## src/rtl/core/mhs_pkg.sv

```systemverilog
`timescale 1ns / 1ps

package mhs_pkg;

    // field widths
    localparam int DEG_W     = 9;
    localparam int MAG_W     = 16;
    localparam int PRE_SHIFT = 20;
    // cordic datapath: magnitude, pre-shift, gain headroom and sign
    localparam int XW        = MAG_W + PRE_SHIFT + 2;

    localparam int TABLE_BITS = 24;
    localparam int TABLE_LEN  = 28;

    localparam logic [DEG_W-1:0] HEADING_TURN = 9'd360;

    // atan(2^-i) in degrees, 24 fraction bits
    localparam logic [31:0] ATAN_Q24 [0:TABLE_LEN-1] = '{
        32'd754974720, 32'd445687602, 32'd235489088, 32'd119537938,
        32'd60000934,  32'd30029717,  32'd15018523,  32'd7509720,
        32'd3754917,   32'd1877466,   32'd938734,    32'd469367,
        32'd234684,    32'd117342,    32'd58671,     32'd29335,
        32'd14668,     32'd7334,      32'd3667,      32'd1833,
        32'd917,       32'd458,       32'd229,       32'd115,
        32'd57,        32'd29,        32'd14,        32'd7
    };

    // table entry brought to afb fraction bits, rounded half up
    function automatic logic [31:0] atan_entry(input int idx, input int afb);
        logic [31:0] t;
        int          drop;
        t    = ATAN_Q24[idx];
        drop = TABLE_BITS - afb;
        if (drop <= 0) begin
            return t;
        end
        return ((t >> (drop - 1)) + 32'd1) >> 1;
    endfunction

    // octant folding flags carried alongside the cordic
    typedef struct packed {
        logic zero;
        logic on_axis;
        logic diag;
        logic swapped;
        logic neg_x;
        logic neg_y;
    } side_t;

    typedef struct packed {
        logic             safe;
        logic [DEG_W-1:0] degree;
        logic [DEG_W-1:0] index;
        logic [DEG_W-1:0] heading;
    } res_t;

endpackage

```

## src/rtl/core/mhs_fold.sv

```systemverilog
`timescale 1ns / 1ps

module mhs_fold (
    input  logic                             aclk,
    input  logic                             aresetn,
    input  logic                             adv,
    input  logic                             in_valid,
    input  logic signed [mhs_pkg::MAG_W-1:0] mag_x,
    input  logic signed [mhs_pkg::MAG_W-1:0] mag_y,
    output logic                             out_valid,
    output mhs_pkg::side_t                   out_side,
    output logic signed [mhs_pkg::XW-1:0]    out_x,
    output logic signed [mhs_pkg::XW-1:0]    out_y
);

    localparam int PAD_W = mhs_pkg::XW - mhs_pkg::MAG_W - mhs_pkg::PRE_SHIFT;

    logic [mhs_pkg::MAG_W-1:0]     ax;
    logic [mhs_pkg::MAG_W-1:0]     by;
    logic [mhs_pkg::MAG_W-1:0]     a;
    logic [mhs_pkg::MAG_W-1:0]     b;
    logic                          swap;
    mhs_pkg::side_t                side_next;
    logic signed [mhs_pkg::XW-1:0] x_next;
    logic signed [mhs_pkg::XW-1:0] y_next;

    logic                          valid_reg;
    mhs_pkg::side_t                side_reg;
    logic signed [mhs_pkg::XW-1:0] x_reg;
    logic signed [mhs_pkg::XW-1:0] y_reg;

    // magnitudes; the most negative reading becomes 32768 unsigned
    assign ax   = mag_x[mhs_pkg::MAG_W-1] ? (~mag_x + 16'd1) : mag_x;
    assign by   = mag_y[mhs_pkg::MAG_W-1] ? (~mag_y + 16'd1) : mag_y;
    assign swap = by > ax;
    assign a    = swap ? by : ax;
    assign b    = swap ? ax : by;

    always_comb begin
        side_next.zero    = (ax == '0) && (by == '0);
        side_next.on_axis = (b == '0);
        side_next.diag    = (a == b);
        side_next.swapped = swap;
        side_next.neg_x   = mag_x[mhs_pkg::MAG_W-1];
        side_next.neg_y   = mag_y[mhs_pkg::MAG_W-1];
        x_next = $signed({{PAD_W{1'b0}}, a, {mhs_pkg::PRE_SHIFT{1'b0}}});
        y_next = $signed({{PAD_W{1'b0}}, b, {mhs_pkg::PRE_SHIFT{1'b0}}});
    end

    always_ff @(posedge aclk) begin
        if (!aresetn) begin
            valid_reg <= 1'b0;
        end else if (adv) begin
            valid_reg <= in_valid;
        end
    end

    always_ff @(posedge aclk) begin
        if (adv) begin
            side_reg <= side_next;
            x_reg    <= x_next;
            y_reg    <= y_next;
        end
    end

    assign out_valid = valid_reg;
    assign out_side  = side_reg;
    assign out_x     = x_reg;
    assign out_y     = y_reg;

endmodule

```

## config.mk

```make
export PLATFORM = sky130hd
export DESIGN_NAME = mhs_fold
export DESIGN_NICKNAME = d
export VERILOG_FILES = /design/src/rtl/core/mhs_pkg.sv /design/src/rtl/core/mhs_fold.sv
export SDC_FILE = /design/constraint.sdc
export NUM_CORES = 1
export LEC_CHECK = 0
export BUFFER_PORTS_ARGS = -buffer_cell sky130_fd_sc_hd__buf_2
export CELL_PAD_IN_SITES_DETAIL_PLACEMENT = 1
export CELL_PAD_IN_SITES_GLOBAL_PLACEMENT = 2
export CORE_MARGIN = 3
export CORE_UTILIZATION = 33
export DETAILED_ROUTE_END_ITERATION = 12
export PLACE_DENSITY_LB_ADDON = 0.25
export SYNTH_ARGS = -nofsm -noshare
export SYNTH_HDL_FRONTEND = slang
export SYNTH_SLANG_ARGS = --single-unit
```

## constraint.sdc

```tcl
create_clock -name aclk -period 5 [get_ports aclk]
set_input_delay 0.25 -clock aclk [delete_from_list [all_inputs] [get_ports aclk]]
set_output_delay 0.25 -clock aclk [all_outputs]
set_load 0.02 [all_outputs]
```

==> flow_summary.toml <==
[run_status]
status = "complete, no violations"

[placement]
place_ws_ns = 0.705
post-place-cells = 511
detailed_place.area_sq_um = 3660
place.gp.congestion = 0.767
io_buffers = 74
dp_hpwl_mm = 6.66

[routing]
wl_per_cell_um = 15.7
dr.first_iter.drc_count = 46
dr.pass1.iters = 4
drc = 0
viasPerCell = 4.81
vias = 2494
finalWirelength_mm = 8.15
ant_nets = 0

[setup_path]
crit_path_start_kind = "input port"
crit_chain = "buf_2 > or4_1 > nor4_2 > nand4_1 > ha_1 > and4_1 > and2_2 > and3_2 > and4_4 > a21oi_4 > buf_4 > mux2i_1"
cp.buffers_inverters = 2
critPathRequiredTime_ns = 5.13
arrival_ns = 4.11
worstSetupEndpointType = "flip-flop"
critPathKind = "input port to flip-flop"
crit_path_max_incr_delay_ns = 0.59
reg2reg_to = "out_valid$_SDFFE_PN0P_"
crit_family = "simple AND/OR/NAND/NOR gates"
ff2ff_setup_slack_ns = 4.40
r2r_cells = 2
critPathMaxFanout = 18
timing.rr.start = "out_valid$_SDFFE_PN0P_"
critical-path-slowest-cell = "or4_1"

[global_route]
grt_max_degree = 40
met3_usage_pct = 2.29
grt_use_met2_pct = 24.2
antenna_found_initial = 0
overflow = 0
top_usage_layer = "met2"
grt_pass1_wl_mm = 12.7
met1_usage_pct = 18.6
grt_pass1_vias = 2501
grt.total_usage_pct = 14.0

[logic_synthesis]
yosysTopAreaCell = "edfxtp_1"
ys_warn_count = 0
syn_area_sq_um = 3360
syn_inst = 310
synth.most_common_cell = "buf_4"
yosys_most_used_dff = "edfxtp_1"
seq_area_frac_synth_pct = 34.5
ys_types = 66
synth_seq_cells = 39
synth_enable_flop_cells = 38
postSynthAreaPerCell_sq_um = 10.8
synthTopCellsByArea = "edfxtp_1 (34%), mux2i_1 (10%), buf_4 (9.8%)"
synth_async_sr_flop_share_pct = 0
synth_commonest_cells = "buf_4 (44), edfxtp_1 (38), mux2i_1 (35), inv_1 (22)"
synth_top_area_share_pct = 33.9

[cts]
cts-resized-gates = 0
postCtsHoldBufs = 0
cts_buffers = 5
cts_tree = "yes"
htree_levels = 2
cts.path.max_buffers = 2
root_buffer = "clkbuf_8"
cts.sinks = 39
cts.clk_slew.worst_paths_ns = 0.08
clk_latency_ns = 0.28
cts_setup_buffers = 0

[floorplanning]
core-area_sq_um = 9820
dieArea_sq_um = 11400
initial_core_util_pct = 34.2
io-pin-count = 119
die_y_um = 107
fp-row-count = 36
die_w_um = 107

[final_layout]
post-route-util_pct = 38.4
area_growth_pct = 12.3
fin_cells = 519
final_cell_area_sq_um = 3770
nets = 438
drive_above_1_share_pct = 28.8
num_antenna_cells = 0

[worst_hold_path]
whs_path_depth = 2
hp-class = "input port to flip-flop"
hp-start = "aresetn"
min_to = "out_valid$_SDFFE_PN0P_"

[sta]
clock.fmax_mhz = 251
tightest_slew_ns = 0.877
relSlewSlack_pct = 41.5
fin_crit_ns = 3.98
fin_crit_sh_pct = 79.7
setup_tns_ns = 0
setup_violations = 0
rsz0062_at_grt = "no"
finClkSkew_ns = 0
hold_violations = 0
whs_ns = 0.186
drv_slew = 0
fin_ws_ns = 1.02

[power]
p_leak_nw = 1.68
max-vdd-ir-drop_v = 0.000103
power_mw = 1.10
power.density_nw_per_um2 = 291

[job]
cap_viol_max_count = 0
-- logic make-up (layout without fill, tap and decap cells) --
family / Yosys count / after routing / share of synthesized area [%]
XOR/XNOR: 19 / 19 / 4.95
adder cells (fa/ha/maj): 17 / 17 / 6.33
multiplexers: 35 / 35 / 10.4
AND/OR/NAND/NOR: 78 / 78 / 15.6
buffers and inverters: 74 / 107 / 14.8
other: 1 / 44 / 0.112
flip-flops: 39 / 39 / 34.5
AO/OA/AOI/OAI: 47 / 47 / 13.2
-- worst max-delay path by stage --
| stage | startpoint | end | cells past startpoint |
|---|---|---|---|
| after floorplan | mag_x[0] | out_x[22]$_DFFE_PP_ | 14 |
| after global placement | mag_x[0] | out_x[33]$_DFFE_PP_ | 15 |
| after detailed placement | mag_x[8] | out_x[29]$_DFFE_PP_ | 12 |
| after CTS | mag_x[8] | out_y[32]$_DFFE_PP_ | 12 |
| after global routing | mag_x[0] | out_y[35]$_DFFE_PP_ | 15 |
| final | mag_x[8] | out_y[32]$_DFFE_PP_ | 12 |
-- layout by cell type, fill, tap and decap left out, types with 3 or more instances in the layout --
cell / n
a21o_1: 5
conb_1: 44
clkbuf_8: 5
nand2b_1: 7
nor4_1: 6
nand4_1: 6
or2_2: 3
mux2i_1: 35
ha_1: 17
nor2_1: 17
or3_1: 3
nor3_1: 3
o31ai_1: 4
edfxtp_1: 38
nor2b_1: 6
and4_1: 4
a21oi_1: 4
a41o_2: 3
xor2_1: 11
or4_1: 3
xnor2_1: 8
inv_1: 22
buf_2: 74
-- flip-flops by register name, indices dropped and copies added, names as in the netlist --
signal	cells
out_valid	1
out_side	6
out_y	16
out_x	16
-- area by class of cell --
cell class | count | area, sq um
fillers | 1176 | 6040
multi-input cells | 240 | 1860
flip-flops and latches | 39 | 1160
repair buffers | 76 | 385
well taps | 133 | 166
inverters | 23 | 86.3
clock buffers | 5 | 68.8
clock inverters | 3 | 43.8
-- report_power, final --
group          internal [mW]  switching [mW]  total, mW  leakage, nW
clock                  0.149           0.113      0.262       0.0581
combinational          0.145           0.261      0.406         1.24
sequential             0.420          0.0104      0.430        0.378
-- routing by layer --
| metal | up-vias | routed length (um) |
|---|---|---|
| met3 | 2 | 461 |
| li1 | 1229 | - |
| met5 | - | 0 |
| met4 | 0 | 45 |
| met2 | 83 | 3920 |
| met1 | 1180 | 3720 |
-- worst register-to-register path: stages (launching register included) --
cell and delay [ns]:
dfxtp_1 0.32, mux2i_1 0.12, nor2b_1 0.06
Power figures use the tool's default switching activity.
