===== src/rtl/core/mhs_pkg.sv =====
`timescale 1ns / 1ps

package mhs_pkg;

    // field widths
    localparam int DEG_W     = 9;
    localparam int MAG_W     = 16;
    localparam int PRE_SHIFT = 20;
    // cordic datapath: magnitude, pre-shift, gain headroom and sign
    localparam int XW        = MAG_W + PRE_SHIFT + 2;

    localparam int TABLE_BITS = 24;
    localparam int TABLE_LEN  = 28;

    localparam logic [DEG_W-1:0] HEADING_TURN = 9'd360;

    // atan(2^-i) in degrees, 24 fraction bits
    localparam logic [31:0] ATAN_Q24 [0:TABLE_LEN-1] = '{
        32'd754974720, 32'd445687602, 32'd235489088, 32'd119537938,
        32'd60000934,  32'd30029717,  32'd15018523,  32'd7509720,
        32'd3754917,   32'd1877466,   32'd938734,    32'd469367,
        32'd234684,    32'd117342,    32'd58671,     32'd29335,
        32'd14668,     32'd7334,      32'd3667,      32'd1833,
        32'd917,       32'd458,       32'd229,       32'd115,
        32'd57,        32'd29,        32'd14,        32'd7
    };

    // table entry brought to afb fraction bits, rounded half up
    function automatic logic [31:0] atan_entry(input int idx, input int afb);
        logic [31:0] t;
        int          drop;
        t    = ATAN_Q24[idx];
        drop = TABLE_BITS - afb;
        if (drop <= 0) begin
            return t;
        end
        return ((t >> (drop - 1)) + 32'd1) >> 1;
    endfunction

    // octant folding flags carried alongside the cordic
    typedef struct packed {
        logic zero;
        logic on_axis;
        logic diag;
        logic swapped;
        logic neg_x;
        logic neg_y;
    } side_t;

    typedef struct packed {
        logic             safe;
        logic [DEG_W-1:0] degree;
        logic [DEG_W-1:0] index;
        logic [DEG_W-1:0] heading;
    } res_t;

endpackage


===== src/rtl/core/mhs_heading.sv =====
`timescale 1ns / 1ps

module mhs_heading #(
    parameter int AFB = 16
) (
    input  logic                       aclk,
    input  logic                       aresetn,
    input  logic                       adv,
    input  logic                       in_valid,
    input  mhs_pkg::side_t             in_side,
    input  logic signed [AFB+8:0]      in_z,
    output logic                       out_valid,
    output logic [mhs_pkg::DEG_W-1:0]  out_heading
);

    localparam int ZW = AFB + 9;
    localparam int TW = AFB + 6;

    localparam logic signed [ZW-1:0] TOP_Z = ZW'(45) << AFB;
    localparam logic [TW-1:0]        TOP_T = TW'(45) << AFB;
    localparam logic [TW:0]          R90   = (TW + 1)'(90) << AFB;
    localparam logic [TW+1:0]        R180  = (TW + 2)'(180) << AFB;

    logic [TW-1:0]               t_next;
    logic [TW:0]                 m1;
    logic [TW+1:0]               m2;
    logic [7:0]                  ip;
    logic [mhs_pkg::DEG_W-1:0]   head_next;

    logic                        v1_reg;
    mhs_pkg::side_t              side1_reg;
    logic [TW-1:0]               t_reg;
    logic                        v2_reg;
    logic [mhs_pkg::DEG_W-1:0]   head_reg;

    // octant angle with exact edges and clamp to [0, 45]
    always_comb begin
        if (in_side.on_axis) begin
            t_next = '0;
        end else if (in_side.diag) begin
            t_next = TOP_T;
        end else if (in_z < 0) begin
            t_next = '0;
        end else if (in_z > TOP_Z) begin
            t_next = TOP_T;
        end else begin
            t_next = in_z[TW-1:0];
        end
    end

    // unfold to the half plane, keep the integer part, wrap below the axis
    always_comb begin
        m1 = side1_reg.swapped ? (R90 - {1'b0, t_reg}) : {1'b0, t_reg};
        m2 = side1_reg.neg_x ? (R180 - {1'b0, m1}) : {1'b0, m1};
        ip = m2[TW+1:AFB];
        if (side1_reg.zero) begin
            head_next = '0;
        end else if (side1_reg.neg_y && (ip != 8'd0)) begin
            head_next = mhs_pkg::HEADING_TURN - {1'b0, ip};
        end else begin
            head_next = {1'b0, ip};
        end
    end

    always_ff @(posedge aclk) begin
        if (!aresetn) begin
            v1_reg <= 1'b0;
            v2_reg <= 1'b0;
        end else if (adv) begin
            v1_reg <= in_valid;
            v2_reg <= v1_reg;
        end
    end

    always_ff @(posedge aclk) begin
        if (adv) begin
            side1_reg <= in_side;
            t_reg     <= t_next;
            head_reg  <= head_next;
        end
    end

    assign out_valid   = v2_reg;
    assign out_heading = head_reg;

endmodule


===== config.mk =====
export PLATFORM = sky130hd
export DESIGN_NAME = mhs_heading
export DESIGN_NICKNAME = d
export VERILOG_FILES = /design/src/rtl/core/mhs_pkg.sv /design/src/rtl/core/mhs_heading.sv
export SDC_FILE = /design/constraint.sdc
export NUM_CORES = 1
export LEC_CHECK = 0
export ABC_AREA = 1
export BUFFER_PORTS_ARGS = -buffer_cell sky130_fd_sc_hd__buf_2
export CELL_PAD_IN_SITES_DETAIL_PLACEMENT = 1
export CELL_PAD_IN_SITES_GLOBAL_PLACEMENT = 2
export CORE_MARGIN = 2
export CORE_UTILIZATION = 32
export DETAILED_ROUTE_END_ITERATION = 10
export GPL_TIMING_DRIVEN = 0
export PLACE_DENSITY = 0.85
export SKIP_CTS_REPAIR_TIMING = 1
export SYNTH_ARGS = -nofsm -noshare
export SYNTH_HDL_FRONTEND = slang
export SYNTH_SLANG_ARGS = --single-unit

===== constraint.sdc =====
create_clock -name aclk -period 3.25 [get_ports aclk]
set_clock_uncertainty 0.1 [all_clocks]
set_input_delay 0.4875 -clock aclk [delete_from_list [all_inputs] [get_ports aclk]]
set_output_delay 0.4875 -clock aclk [all_outputs]
set_load 0.01 [all_outputs]

==> run metrics, run 1 <==
crit path max-delay cell type edfxtp_1; FF-to-FF Start t_reg[5]; biggest area consumer among synthesized cells edfxtp_1; most common cell after layout, fill and taps aside nand2_1; startpoint types register; FFs w/ async S/R, synth 0%; Filler cells 1,102; via/cell ratio 4.81; Synth Cell Area 2880 um^2; Crit Path Category reg -> reg; number of global-route vias before repair 2,851; worst slew pin tran 802 ps; clk sinks 37; Max FO, Critical Path 5; initial core utilization about a third; Hold EP side1_reg[2]; Ys Warns 0; syn_area_per_cell 6.87 um^2; sequential share of the synthesized area 37.8%; DRT Wirelength between 8 and 9 mm; placed cell count 572; post-synth top area share 36.4%; Synth cell types 29; vias after detailed routing 2,836; later-pin clock latency in the skew report between 200 and 300 ps; CP cell instances nor2_2 > nand2_2 > nor2_4 > nand2_2 > nand3b_2 > nand2_2 > nor2_4 > nand2_2 > nor2_4 > nand2_2 > nand2_4 > xor2_4 > ha_4 > nand3_4 > nor2_4 > nand2_2 > nor2_2 > nor2_2 > nand2_1 > a21oi_2; Final Util 41.1%; worst r2r path cells 20; ys flop type edfxtp_1; Initial DRT Pass Iterations 4; CTS root buf clkbuf_8; fraction of layout cells with a size suffix above 1 29.0%; diodes inserted 0; pin count of the biggest net entering global routing 39; gpl congestion 0.857; status completed; Hold Vio Cnt, Final 0; most used cell, CP nand2_2; Power Dens Cells just over 400 nW/um^2; initial antenna violation count 0; post-route insts no fill 590; Rel. slew slack between 40% and 50%; RSZ-0062 raised after global routing yes; nets 518; Crit path largest cell delay 470 ps; Leak 0.00170 uW; I/O Buffers 44; io pins 45; CTS tree built; drc violations 0; first-pass GRT wire length 13.4 mm; Post-synth EDFFs 35; setup TNS 0 ps; hpwl dp 6.31 mm; number of flip-flops in the largest register 22; row count 34; Power Total 1470 uW; maxcap violations 0; worst r2r dst out_heading[5]; Worst setup EP type register; Critical Path AT roughly 3000 ps; Worst Hold Class in -> reg; hold path start in_side[2]; most frequent cells in the layout nand2_1 (100), nor2_1 (65), inv_1 (57); maximum VDD drop 368 uV; Clock Tree Buf Depth 2; Reg2Reg Setup Slack 160 ps; Starting DRT DRC Count 70; Cells after Synth 420; fmax 0.323 GHz; Final min period 3090 ps; Worst EP required 3190 ps; CTS Buf Count 5; core area 8720 um^2; Synth area leaders edfxtp_1 (36%), nand2_1 (14%), nor2_1 (9.1%); gr ovfl total 0; ratio of final minimum period to clock period 95.1%; die area 9790 um^2; Worst-path clk slew ~70 ps; Clock H-tree levels 2; Antenna Nets Post-Route 0; WL per Instance 13.8 um; synthesized flop and latch total 37; Tot GR Track Use 16.9%; Slew Limit Fails 0; Mapped Nets 457; hold path cells 1; Die Width 98.9 um; final setup fails 0; Layout Area Growth over Synthesis 24.3%; die height 98.9 um; Min Hold Slack between 200 and 300 ps
power by group:
part | total [uW] | internal (uW) | switching [uW]
Clock | 473 | 305 | 168
Sequential | 597 | 564 | 33.0
Combinational | 405 | 145 | 260
Total | 1470 | 1010 | 461
worst max-delay path by stage:
stage                     slack (ps)  startpoint              to
final                            160    t_reg[5]  out_heading[5]
after global routing             -70    t_reg[5]  out_heading[1]
after CTS                       -120    t_reg[1]  out_heading[1]
after detailed placement        -110    t_reg[1]  out_heading[5]
after global placement           -80    t_reg[0]  out_heading[1]
after floorplan                  370    t_reg[0]  out_heading[1]
logic make-up (layout without fill, tap and decap cells):
logic type                 count (synthesis)  after routing  synth area share, %
and+or+nand+nor                          272            272                 43.8
xor gates and xnor gates                   3              3                 1.17
buffers and inverters                     74            136                 9.94
DFF                                       37             37                 37.8
adders and majority gates                  2              2                0.868
AOI/OAI and AO/OA                         32             32                 6.42
synth_stat cells, drive strengths merged, types with 3 or more instances:
cell type / n
nor3: 4
nor2: 82
nand2: 128
o21ai: 7
nand3: 40
inv: 69
o211ai: 4
edfxtp: 35
a21oi: 18
buf: 5
xor2: 3
nand4: 11
nand3b: 6
layout make-up:
cell class / count / area (um^2) / area share (%)
Clock inverter: 3 / 65.1 / 1.82
Multi-Input combinational cell: 309 / 1640 / 45.8
Inverter: 69 / 259 / 7.23
Sequential cell: 37 / 1090 / 30.4
Buffer: 5 / 27.5 / 0.768
Tap cell: 108 / 135 / 3.77
Timing Repair Buffer: 54 / 295 / 8.24
Clock buffer: 5 / 68.8 / 1.92
worst max-delay path: cells and delay by family (launching register included):
kind	cells	cell delay, ps
AO/OA/AOI/OAI	1	60
XOR/XNOR	1	210
adder cells (fa/ha/maj)	1	180
flip-flops	1	470
AND/OR/NAND/NOR	17	1820
stage by stage:
step                      worst slack (ps)  area [um^2]
after detailed placement              -113         3240
after global placement               -77.9         3240
after CTS                             -122         3370
after global routing                 -71.0         3580
after floorplan                        366         2880
final                                  158         3580
metal layers:
layer  wire, um  vias up  track usage, %
met5          0        -               0
met4         52        0            3.48
met3        197        5            1.70
met2       3880       44            28.2
met1       4010     1325            23.8
li1           -     1462               -
No activity file was read; power rests on OpenSTA's default activity.
==> inputs of run 2 (changes only) <==
Settings changed: GPL_TIMING_DRIVEN 0 to not set, PLACE_DENSITY 0.85 to not set, PLACE_DENSITY_LB_ADDON set to 0.1.
==> run metrics, run 2 (synthesis results as in run 1) <==
Worst setup EP type register (unchanged); hold path start in_side[1] (was in_side[2]); Sequential Power Share 40.8% (was 40.5%); Setup WS pre-CTS 3.01 ps (was -113 ps); Filler cells 1,142 (was 1,102); Worst Hold Class in -> reg (unchanged); Initial DRT Pass Iterations 4 (unchanged); Rel. slew slack 45.1% (was 46.6%); WL per Instance 13.9 um (was 13.8 um); DRT Wirelength 8.23 mm (was 8.13 mm); Final min period 3030 ps (was 3090 ps); die height 98.9 um (unchanged); gpl congestion 0.840 (was 0.857); die area 9790 um^2 (unchanged); clk sinks 37 (unchanged); Hold Vio Cnt, Final 0 (unchanged); Layout Area Growth over Synthesis 24.0% (was 24.3%); FF-to-FF Start t_reg[5] (unchanged); I/O Buffers 44 (unchanged); Clock H-tree levels 2 (unchanged); Comb power frac 27.2% (was 27.5%); hpwl dp 6.69 mm (was 6.31 mm); Worst EP required 3190 ps (about the same); Slew Limit Fails 0 (unchanged); Crit path largest cell delay 480 ps (was 470 ps); number of flip-flops in the largest register 22 (unchanged); nets 521 (was 518); first-pass GRT wire length 13.4 mm (about the same); startpoint types register (unchanged); initial antenna violation count 0 (unchanged); fmax 0.330 GHz (was 0.323 GHz); most frequent cells in the layout nand2_1 (102), nor2_1 (67), inv_1 (57) (was nand2_1 (100), nor2_1 (65), inv_1 (57)); via/cell ratio 4.79 (was 4.81); setup TNS 0 ps (unchanged); diodes inserted 0 (unchanged); Critical Path AT 2970 ps (was 3030 ps); later-pin clock latency in the skew report 290 ps (about the same); CTS tree built (unchanged); CTS root buf clkbuf_8 (unchanged); CTS Buf Count 5 (unchanged); Power Dens Cells 412 nW/um^2 (was 411 nW/um^2); fraction of layout cells with a size suffix above 1 28.7% (was 29.0%); Die Width 98.9 um (unchanged); core area 8720 um^2 (unchanged); most common cell after layout, fill and taps aside nand2_1 (unchanged); pin count of the biggest net entering global routing 39 (unchanged); Max FO, Critical Path 4 (was 5); worst path buffer plus inverter count 0 (unchanged); maximum VDD drop 296 uV (was 368 uV); sw frac 30.9% (was 31.3%); area occupied by multi-input gates 1600 um^2 (was 1640 um^2); CP cell instances nor2_4 > nand2_2 > nor2_4 > nand2_1 > nand3b_1 > nand2_1 > nor2_4 > nand2_2 > nor2_4 > nand2_1 > nand2_2 > xor2_2 > ha_2 > nand3_4 > nor2_4 > nand2_1 > nor2_1 > nor2_2 > nand2_1 > a21oi_2 (was nor2_2 > nand2_2 > nor2_4 > nand2_2 > nand3b_2 > nand2_2 > nor2_4 > nand2_2 > nor2_4 > nand2_2 > nand2_4 > xor2_4 > ha_4 > nand3_4 > nor2_4 > nand2_2 > nor2_2 > nor2_2 > nand2_1 > a21oi_2); number of global-route vias before repair 2,794 (was 2,851); row count 34 (unchanged); internal power 1020 uW (was 1010 uW); Clk network pwr share 32.0% (about the same); switching power total 455 uW (was 461 uW); worst slew pin tran 824 ps (was 802 ps); Worst setup startpoint t_reg[5] (unchanged); storage element area 1090 um^2 (unchanged); maxcap violations 0 (unchanged); Crit path max-delay family simple AND/OR/NAND/NOR gates (unchanged); final setup fails 0 (unchanged); Tot GR Track Use 17.0% (was 16.9%); status completed (unchanged); Leak 0.00173 uW (was 0.00170 uW); drc violations 0 (unchanged); Worst-path clk slew 80 ps (was 70 ps); setup ws final 216 ps (was 158 ps); io pins 45 (unchanged); vias after detailed routing 2,843 (was 2,836); Starting DRT DRC Count 70 (unchanged); ratio of final minimum period to clock period 93.4% (was 95.1%); initial core utilization 33.1% (unchanged); Crit Path Category reg -> reg (unchanged); Clock Tree Buf Depth 2 (unchanged); gr ovfl total 0 (unchanged); crit path max-delay cell type edfxtp_1 (unchanged); Antenna Nets Post-Route 0 (unchanged)
## run 2: cell types whose count changed in the layout (fill, tap and decap cells not counted), sizes merged
cell  delta
buf      +3
## run 2: cell type report
type / instances / share of cell area (%)
tap: 108 / 3.78
sequential: 37 / 30.5
multi-input combinational: 309 / 44.8
timing repair buffer: 62 / 9.93
clock inverter: 3 / 1.82
inverter: 69 / 7.24
clock buffer: 5 / 1.92
## run 2: power groups by stage
stage	registers [uW]	logic (uW)	clock network [uW]
2_1_floorplan	602	245	0
3_3_place_gp	610	357	0
3_5_place_dp	611	360	0
4_1_cts	601	362	481
5_1_grt	607	455	496
6_report	602	401	471
## run 2: path summary, 6_finish.rpt
path | to | slack (ps) | cells after the start
max | out_heading[5] | 220 | 20
min | side1_reg[1] | 270 | 1
min reg2reg | out_valid | 400 | 2
max reg2reg | out_heading[5] | 220 | 20
## run 2: routing by layer
layer	routed length, um	GRT usage, %
met1	4380	25.1
met2	3620	27.0
met3	195	1.42
met4	36	3.79
met5	0	0
## run 2: per-stage QoR
stage                     utilization [%]  power [uW]  cell area, um^2  hold slack [ps]  cells
final                                41.0        1470             3580              269    593
after global routing                 41.0        1560             3580              261    593
after CTS                            39.0        1440             3400              261    582
after detailed placement             37.4         971             3260              376    574
after global placement               37.4         966             3260              377    574
after floorplan                         -         847             2880              348    420
