**src/rtl/core/mhs_pkg.sv**
```systemverilog
`timescale 1ns / 1ps

package mhs_pkg;

    // field widths
    localparam int DEG_W     = 9;
    localparam int MAG_W     = 16;
    localparam int PRE_SHIFT = 20;
    // cordic datapath: magnitude, pre-shift, gain headroom and sign
    localparam int XW        = MAG_W + PRE_SHIFT + 2;

    localparam int TABLE_BITS = 24;
    localparam int TABLE_LEN  = 28;

    localparam logic [DEG_W-1:0] HEADING_TURN = 9'd360;

    // atan(2^-i) in degrees, 24 fraction bits
    localparam logic [31:0] ATAN_Q24 [0:TABLE_LEN-1] = '{
        32'd754974720, 32'd445687602, 32'd235489088, 32'd119537938,
        32'd60000934,  32'd30029717,  32'd15018523,  32'd7509720,
        32'd3754917,   32'd1877466,   32'd938734,    32'd469367,
        32'd234684,    32'd117342,    32'd58671,     32'd29335,
        32'd14668,     32'd7334,      32'd3667,      32'd1833,
        32'd917,       32'd458,       32'd229,       32'd115,
        32'd57,        32'd29,        32'd14,        32'd7
    };

    // table entry brought to afb fraction bits, rounded half up
    function automatic logic [31:0] atan_entry(input int idx, input int afb);
        logic [31:0] t;
        int          drop;
        t    = ATAN_Q24[idx];
        drop = TABLE_BITS - afb;
        if (drop <= 0) begin
            return t;
        end
        return ((t >> (drop - 1)) + 32'd1) >> 1;
    endfunction

    // octant folding flags carried alongside the cordic
    typedef struct packed {
        logic zero;
        logic on_axis;
        logic diag;
        logic swapped;
        logic neg_x;
        logic neg_y;
    } side_t;

    typedef struct packed {
        logic             safe;
        logic [DEG_W-1:0] degree;
        logic [DEG_W-1:0] index;
        logic [DEG_W-1:0] heading;
    } res_t;

endpackage

```
**src/rtl/core/mhs_divider.sv**
```systemverilog
`timescale 1ns / 1ps

module mhs_divider (
    input  logic                       aclk,
    input  logic                       aresetn,
    input  logic                       adv,
    input  logic                       in_valid,
    input  logic [mhs_pkg::DEG_W-1:0]  in_heading,
    input  logic [mhs_pkg::DEG_W-1:0]  section_width,
    input  logic [mhs_pkg::DEG_W-1:0]  safe_low,
    input  logic [mhs_pkg::DEG_W-1:0]  safe_high,
    output logic                       out_valid,
    output mhs_pkg::res_t              out_res
);

    localparam int DW = mhs_pkg::DEG_W;

    logic [DW-1:0] w_eff;
    logic          v_s [0:DW];
    logic [DW-1:0] h_s [0:DW];
    logic [DW-1:0] r_s [0:DW];
    logic [DW-1:0] q_s [0:DW];

    mhs_pkg::res_t res_next;
    mhs_pkg::res_t res_reg;
    logic          v_reg;

    // a zero width divides as one
    assign w_eff = (section_width == '0) ? DW'(1) : section_width;

    assign v_s[0] = in_valid;
    assign h_s[0] = in_heading;
    assign r_s[0] = '0;
    assign q_s[0] = '0;

    // restoring division, one quotient bit per stage, msb first
    for (genvar k = 0; k < DW; k++) begin : g_bit
        localparam int J = DW - 1 - k;

        logic [DW:0]   rem_try;
        logic          fits;
        logic [DW-1:0] r_next;
        logic          sv_reg;
        logic [DW-1:0] h_reg;
        logic [DW-1:0] r_reg;
        logic [DW-1:0] q_reg;

        assign rem_try = {r_s[k], h_s[k][J]};
        assign fits    = rem_try >= {1'b0, w_eff};
        assign r_next  = fits ? DW'(rem_try - {1'b0, w_eff}) : rem_try[DW-1:0];

        always_ff @(posedge aclk) begin
            if (!aresetn) begin
                sv_reg <= 1'b0;
            end else if (adv) begin
                sv_reg <= v_s[k];
            end
        end

        always_ff @(posedge aclk) begin
            if (adv) begin
                h_reg <= h_s[k];
                r_reg <= r_next;
                q_reg <= {q_s[k][DW-2:0], fits};
            end
        end

        assign v_s[k+1] = sv_reg;
        assign h_s[k+1] = h_reg;
        assign r_s[k+1] = r_reg;
        assign q_s[k+1] = q_reg;
    end

    always_comb begin
        res_next.heading = h_s[DW];
        res_next.index   = q_s[DW];
        res_next.degree  = r_s[DW];
        res_next.safe    = (r_s[DW] > safe_low) && (r_s[DW] < safe_high);
    end

    always_ff @(posedge aclk) begin
        if (!aresetn) begin
            v_reg <= 1'b0;
        end else if (adv) begin
            v_reg <= v_s[DW];
        end
    end

    always_ff @(posedge aclk) begin
        if (adv) begin
            res_reg <= res_next;
        end
    end

    assign out_valid = v_reg;
    assign out_res   = res_reg;

endmodule

```
**config.mk**
```make
export PLATFORM = sky130hd
export DESIGN_NAME = mhs_divider
export DESIGN_NICKNAME = d
export VERILOG_FILES = /design/src/rtl/core/mhs_pkg.sv /design/src/rtl/core/mhs_divider.sv
export SDC_FILE = /design/constraint.sdc
export NUM_CORES = 1
export LEC_CHECK = 0
export ABC_CLOCK_PERIOD_IN_PS = 7650
export BUFFER_PORTS_ARGS = -buffer_cell sky130_fd_sc_hd__buf_2
export CAP_MARGIN = 30
export CORE_MARGIN = 8
export CORE_UTILIZATION = 50
export DETAILED_ROUTE_END_ITERATION = 12
export GPL_ROUTABILITY_DRIVEN = 0
export PLACE_DENSITY = 0.63
export SYNTH_ARGS = -nofsm -noshare
export SYNTH_HDL_FRONTEND = slang
export SYNTH_SLANG_ARGS = --single-unit
```
**constraint.sdc**
```tcl
create_clock -name aclk -period 7.65 [get_ports aclk]
set_input_delay 0.765 -clock aclk [delete_from_list [all_inputs] [get_ports aclk]]
set_output_delay 0.765 -clock aclk [all_outputs]
set_load 0.005 [all_outputs]
```
==> flow_summary.json, run 1 <==
{
  "io_buffers": 68,
  "drt_iter0_drc": 354,
  "cts_setup_buffers": 0,
  "holdBufCountCts": 0,
  "p_total_uw": 4501,
  "cts_tree": "built",
  "final_nets": 1029,
  "n_antenna_cell": 0,
  "post_cts_resized": 0,
  "grt_first_pass_wirelength_um": 36370,
  "synth.top_cell.area_share_pct": 58.69,
  "hold_depth": 0,
  "r2r_setup_slack_ns": 5.13,
  "cap_violations": 0,
  "clockBufferDepth": 3,
  "required_ns": 7.93,
  "layout-drive-gt1-share_pct": 18.37,
  "worstPathArrival_ns": 3.97,
  "wl_per_cell_um": 18.60,
  "seq_area_frac_synth_pct": 60.36,
  "synth.distinct_cells": 57,
  "routed_wl_um": 22840,
  "synthTopCellsByArea": "edfxtp_1 59%, ha_1 9.5%, mux2_4 5.0%",
  "gr-usage-met1_pct": 18.40,
  "whs_ns": 0.4065,
  "muxShareOfSynthArea_pct": 8.076,
  "worstMarginPinSlew_ns": 0.8654,
  "setup_viol": 0,
  "syn-num-nets": 942,
  "cts_sinks": 245,
  "dieWidth_um": 171.1,
  "fin_tns_setup_ns": 0,
  "synth_top_family_by_area": "adder cells",
  "crit_path_end_kind": "flop",
  "reg2reg_from": "g_bit[0].h_reg[7]",
  "power_leakage_uw": 0.005414,
  "h-tree-depth": 1,
  "synth_xor_area_share_pct": 3.497,
  "finalHoldViolCount": 0,
  "avgSynthCellArea_um2": 14.97,
  "synth-adder-area-share_pct": 10.80,
  "area_delta_synth_final_pct": 12.52,
  "min_to": "g_bit[7].h_reg[2]",
  "grt_pass1_vias": 7203,
  "min_from": "g_bit[6].h_reg[2]",
  "die_y_um": 171.1,
  "fmax_ghz": 0.2709,
  "clkLatencyLatePin_ns": 0.53,
  "outcome": "finished, final reports clean",
  "fin_area_mm2": 0.01353,
  "grt_setup_unrepaired": "no",
  "post_dp_cell_area_mm2": 0.01269,
  "gr-total-overflow": 0,
  "ys_seq_elements": 245,
  "setup_ws_ns": 3.958,
  "synthFlopType": "edfxtp_1",
  "synth_compound_area_share_pct": 8.034,
  "r2r_end": "g_bit[1].r_reg[7]",
  "die_area_mm2": 0.02926,
  "fin_crit_ns": 3.692,
  "antenna_found_initial": 0,
  "ys_async_sr_fraction_pct": 0,
  "ir_worst_vdd_uv": 148.8,
  "reg2reg_depth": 9,
  "clock_skew_ns": 0.01303,
  "path_clk_slew_ns": 0.06,
  "syn_inst": 803,
  "min_path_type": "reg -> reg",
  "grt_max_degree": 90,
  "crit_path_start_kind": "input port",
  "cts_root_buf": "clkbuf_16",
  "viasPerCell": 5.527,
  "powerDensity_mw_per_mm2": 332.7,
  "relSlewSlack_pct": 42.30,
  "synth-edff-count": 235,
  "timing.final.crit_share_pct": 48.26,
  "coreArea_mm2": 0.02354,
  "synth.largest_area_cell": "edfxtp_1",
  "grt_most_used_layer": "met2",
  "synthSimpleGateAreaFrac_pct": 6.900,
  "grt_util_met2_pct": 27.76,
  "maxSlewViolCount": 0,
  "syn_area_mm2": 0.01202,
  "pre_cts_slack_ns": 3.401,
  "route.detailed.drc": 0,
  "vias": 6787,
  "dpl.hpwl_um": 15860,
  "pin_count": 69,
  "cts_buffers": 25,
  "antenna_left": 0,
  "crit_fanout": 9,
  "path_class": "in -> reg",
  "rows": 56,
  "ys_warn_count": 0,
  "grtUsageMet3_pct": 2.881,
  "grtUsageTotal_pct": 15.65,
  "drt-pass1-iter-count": 4,
  "initial_core_util_pct": 51.07
}
## Yosys cell counts, types with 7 or more instances
master	number
a31oi_1	16
a21oi_1	45
mux2_1	16
and3_1	7
fa_1	8
mux2i_1	19
nand4_1	22
xnor2_1	24
nor2b_1	12
dfxtp_1	10
edfxtp_1	235
ha_1	91
inv_1	49
mux2_4	40
nand2_1	22
a21o_1	21
nor2_1	22
o21ai_0	10
nand3_1	15
a211oi_2	7
xor2_1	24
## final cells by class
cell class | instances | area [µm²]
Clock buffer | 28 | 636.9
Clock inverter | 18 | 141.4
Fill cell | 1894 | 10010
Inverter | 50 | 187.7
Multi-Input combinational cell | 496 | 4486
Sequential cell | 245 | 7257
Tap cell | 319 | 399.1
Timing Repair Buffer | 72 | 420.4
## critical path, cell delays in order
cell,delay (ns)
buf_2,0.10
nor4_1,0.50
and4_1,0.39
or2_2,0.38
ha_1,0.24
inv_1,0.07
fa_1,0.43
nand3_1,0.11
a21oi_1,0.10
o31a_1,0.31
nand2b_4,0.23
mux2_4,0.34
## worst max-delay path by stage
| stage | start | to | slack, ns | cells after the start |
|---|---|---|---|---|
| after global placement | section_width[2] | g_bit[1].r_reg[7] | 3.60 | 12 |
| after CTS | section_width[2] | g_bit[1].r_reg[7] | 3.98 | 12 |
| after detailed placement | section_width[2] | g_bit[1].r_reg[7] | 3.40 | 12 |
| after floorplan | section_width[2] | g_bit[2].r_reg[1] | 4.07 | 13 |
| after global routing | section_width[2] | g_bit[3].r_reg[7] | 3.78 | 12 |
| final | section_width[2] | g_bit[2].r_reg[4] | 3.96 | 12 |
## metal layers
metal	up-vias	wire [µm]
li1	3277	-
met5	-	0
met4	0	704
met3	61	1271
met2	170	11290
met1	3279	9576
## where the power goes
part | switching [µW] | total [µW] | internal, µW
Clock | 492 | 1160 | 666
Sequential | 132 | 1930 | 1800
Combinational | 704 | 1410 | 710
Total | 1330 | 4500 | 3170
## metrics by stage
stage                     cells  utilization [%]
after floorplan             803                -
after global placement     1180            53.92
after detailed placement   1180            53.92
after CTS                  1226            57.23
after global routing       1228            57.46
final                      1228            57.46
## logic make-up after synthesis
| logic type | after synthesis |
|---|---|
| flip-flops | 245 |
| buffers and inverters | 62 |
| AO/OA/AOI/OAI | 136 |
| XOR/XNOR | 48 |
| AND/OR/NAND/NOR | 138 |
| multiplexers | 75 |
| adder cells (fa/ha/maj) | 99 |
## cells in the final DEF, fill, tap and decap left out, types with 6 or more instances in the layout
cell,count
and3_1,7
a31oi_1,16
edfxtp_1,235
mux2_1,16
inv_1,49
xor2_1,24
nand3_1,15
nand2_1,22
a21o_1,21
a21oi_1,45
ha_1,91
buf_2,67
a211oi_1,6
o21ai_0,10
dfxtp_1,10
fa_1,8
nor2b_1,12
nor2_1,22
nand4_1,22
a211oi_2,7
clkbuf_16,25
mux2_4,40
clkinv_1,12
xnor2_1,24
mux2i_1,19
nor3_1,6
Note: power is estimated with default switching activity, not from simulation.
==> run 2, diff against run 1 <==
- ABC_CLOCK_PERIOD_IN_PS: 7650 -> 3000
- PLACE_DENSITY: 0.63 -> 0.66
- clock period: 7.65 -> 3 ns (I/O delays scaled with it)
==> run 2 against run 1 <==
  * Clock skew decreased by 0.0052 ns
  * Via count increased by 1.1%
  * Cell count increased by 4.8%
  * Largest power group unchanged
  * Critical path type unchanged
  * Total power increased to 2.6 times the previous value
==> flow_summary.json, run 2 (synthesis results as in run 1) <==
{
  "worstMarginPinSlew_ns": 0.6890,
  "cts_buffers": 27,
  "routed_wl_um": 21950,
  "pin_count": 69,
  "register_area_mm2": 0.007257,
  "post-place-cells": 1230,
  "timing.final.crit_share_pct": 93.12,
  "antenna_left": 0,
  "p_total_uw": 11850,
  "cp-startpoint": "section_width[2]",
  "grt_max_degree": 80,
  "drt-pass1-iter-count": 5,
  "dieWidth_um": 171.1,
  "nFillCells": 1847,
  "crit_fanout": 8,
  "relSlewSlack_pct": 54.07,
  "layout_common_cells": "235 x edfxtp_1, 91 x ha_1, 67 x buf_2, 49 x inv_1, 46 x buf_4",
  "grt_most_used_layer": "met2",
  "powerDensity_mw_per_mm2": 839.0,
  "min_from": "in_heading[8]",
  "grtUsageMet3_pct": 2.604,
  "clockBufferDepth": 3,
  "final_nets": 1087,
  "min_path_type": "in -> reg",
  "cap_violations": 0,
  "n_antenna_cell": 0,
  "h-tree-depth": 1,
  "crit_path_start_kind": "input port",
  "layout-drive-gt1-share_pct": 22.93,
  "worstPathArrival_ns": 3.06,
  "path_clk_slew_ns": 0.06,
  "io_buffers": 68,
  "path_class": "in -> reg",
  "fin_crit_ns": 2.794,
  "clock_skew_ns": 0.007794,
  "antenna_found_initial": 0,
  "setup_viol": 0,
  "crit_chain": "buf_2, nor4_4, and4_1, or2_4, buf_12, ha_1, inv_1, fa_1, nand3_1, a21oi_1, o31ai_2, nand2_4, mux2_1",
  "outcome": "finished, final reports clean",
  "grtUsageTotal_pct": 14.94,
  "grt_pass1_vias": 6891,
  "cp_num_buf_inv": 3,
  "power_leakage_uw": 0.005731,
  "ir_worst_vdd_uv": 678.6,
  "multi_input_area_mm2": 0.004503,
  "finalHoldViolCount": 0,
  "area_delta_synth_final_pct": 17.44,
  "clkLatencyLatePin_ns": 0.53,
  "gr-usage-met1_pct": 18.50,
  "final_cells": 1287,
  "cpLargestDelayFamily": "simple AND/OR/NAND/NOR gates",
  "die_area_mm2": 0.02926,
  "crit_path_end_kind": "flop",
  "die_y_um": 171.1,
  "cts_root_buf": "clkbuf_16",
  "grt_first_pass_wirelength_um": 34940,
  "wl_per_cell_um": 17.06,
  "cts_setup_buffers": 0,
  "reg2reg_from": "g_bit[6].h_reg[1]",
  "slowest_stage": "fa_1",
  "dpl.hpwl_um": 15300,
  "grt_util_met2_pct": 26.30,
  "cts_tree": "built",
  "cts_sinks": 245,
  "drt_iter0_drc": 422,
  "initial_core_util_pct": 51.07,
  "gr-total-overflow": 0,
  "vias": 6860,
  "grt_setup_unrepaired": "no",
  "required_ns": 3.27,
  "coreArea_mm2": 0.02354,
  "rows": 56,
  "fmax_ghz": 0.3580,
  "viasPerCell": 5.330,
  "layout.cells.most_common": "edfxtp_1",
  "slowest_delay_ns": 0.39,
  "route.detailed.drc": 0,
  "maxSlewViolCount": 0
}
==> run 2: changes by cell type in the layout (fill, tap and decap cells not counted), sizes merged <==
cell / delta
clkinv: -12
buf: +48
clkbuf: +13
inv: +1
clkinvlp: +1
dlygate4sd3: +8
==> run 2: layout make-up <==
cell class              count  share of cell area (%)
multi-input cells         496                   31.89
clock inverters             8                  0.7709
inverters                  50                   1.329
flip-flops and latches    245                   51.40
well taps                 319                   2.827
clock buffers              41                   5.441
repair buffers            128                   6.345
==> run 2: worst paths after layout <==
| check | endpoint | slack [ns] | cells after the start |
|---|---|---|---|
| max | g_bit[3].r_reg[7] | 0.21 | 13 |
| min | g_bit[0].h_reg[8] | 0.03 | 1 |
| max reg2reg | g_bit[7].r_reg[7] | 0.51 | 9 |
| min reg2reg | g_bit[7].q_reg[2] | 0.41 | 0 |
==> run 2: report_power, final <==
part           leakage (µW)  internal [µW]  switching (µW)  total [µW]
Combinational       0.00294           1970            1730        3700
Sequential          0.00237           4580             343        4930
Clock              0.000422           1940            1280        3220
Total               0.00573           8500            3350       11800
==> run 2: per-stage QoR <==
step / instance area [µm²] / hold slack, ns / util, % / setup TNS (ns) / setup WS, ns
floorplan: 12040 / 0.3989 / - / 0 / 0.02505
global placement: 13160 / 0.4004 / 55.91 / -13.16 / -0.2208
detailed placement: 13160 / 0.4045 / 55.91 / -16.92 / -0.2974
CTS: 14120 / 0.01735 / 59.98 / 0 / 0.2333
global route: 14120 / 0.01442 / 59.98 / 0 / 0.07916
finish: 14120 / 0.02700 / 59.98 / 0 / 0.2064
==> run 2: per-layer routing <==
| metal | vias to the layer above | part of all wire (%) |
|---|---|---|
| li1 | 3392 | - |
| met1 | 3289 | 44 |
| met2 | 134 | 49 |
| met3 | 45 | 4.6 |
| met4 | 0 | 2.8 |
| met5 | - | 0 |
==> run 2: repair_timing <==
item / in CTS / in global routing
endpoints found under the setup margin: 0 / 0
hold buffers: 8 / 0
endpoints found under the hold margin: 8 / 0
gates resized for setup: 0 / 0
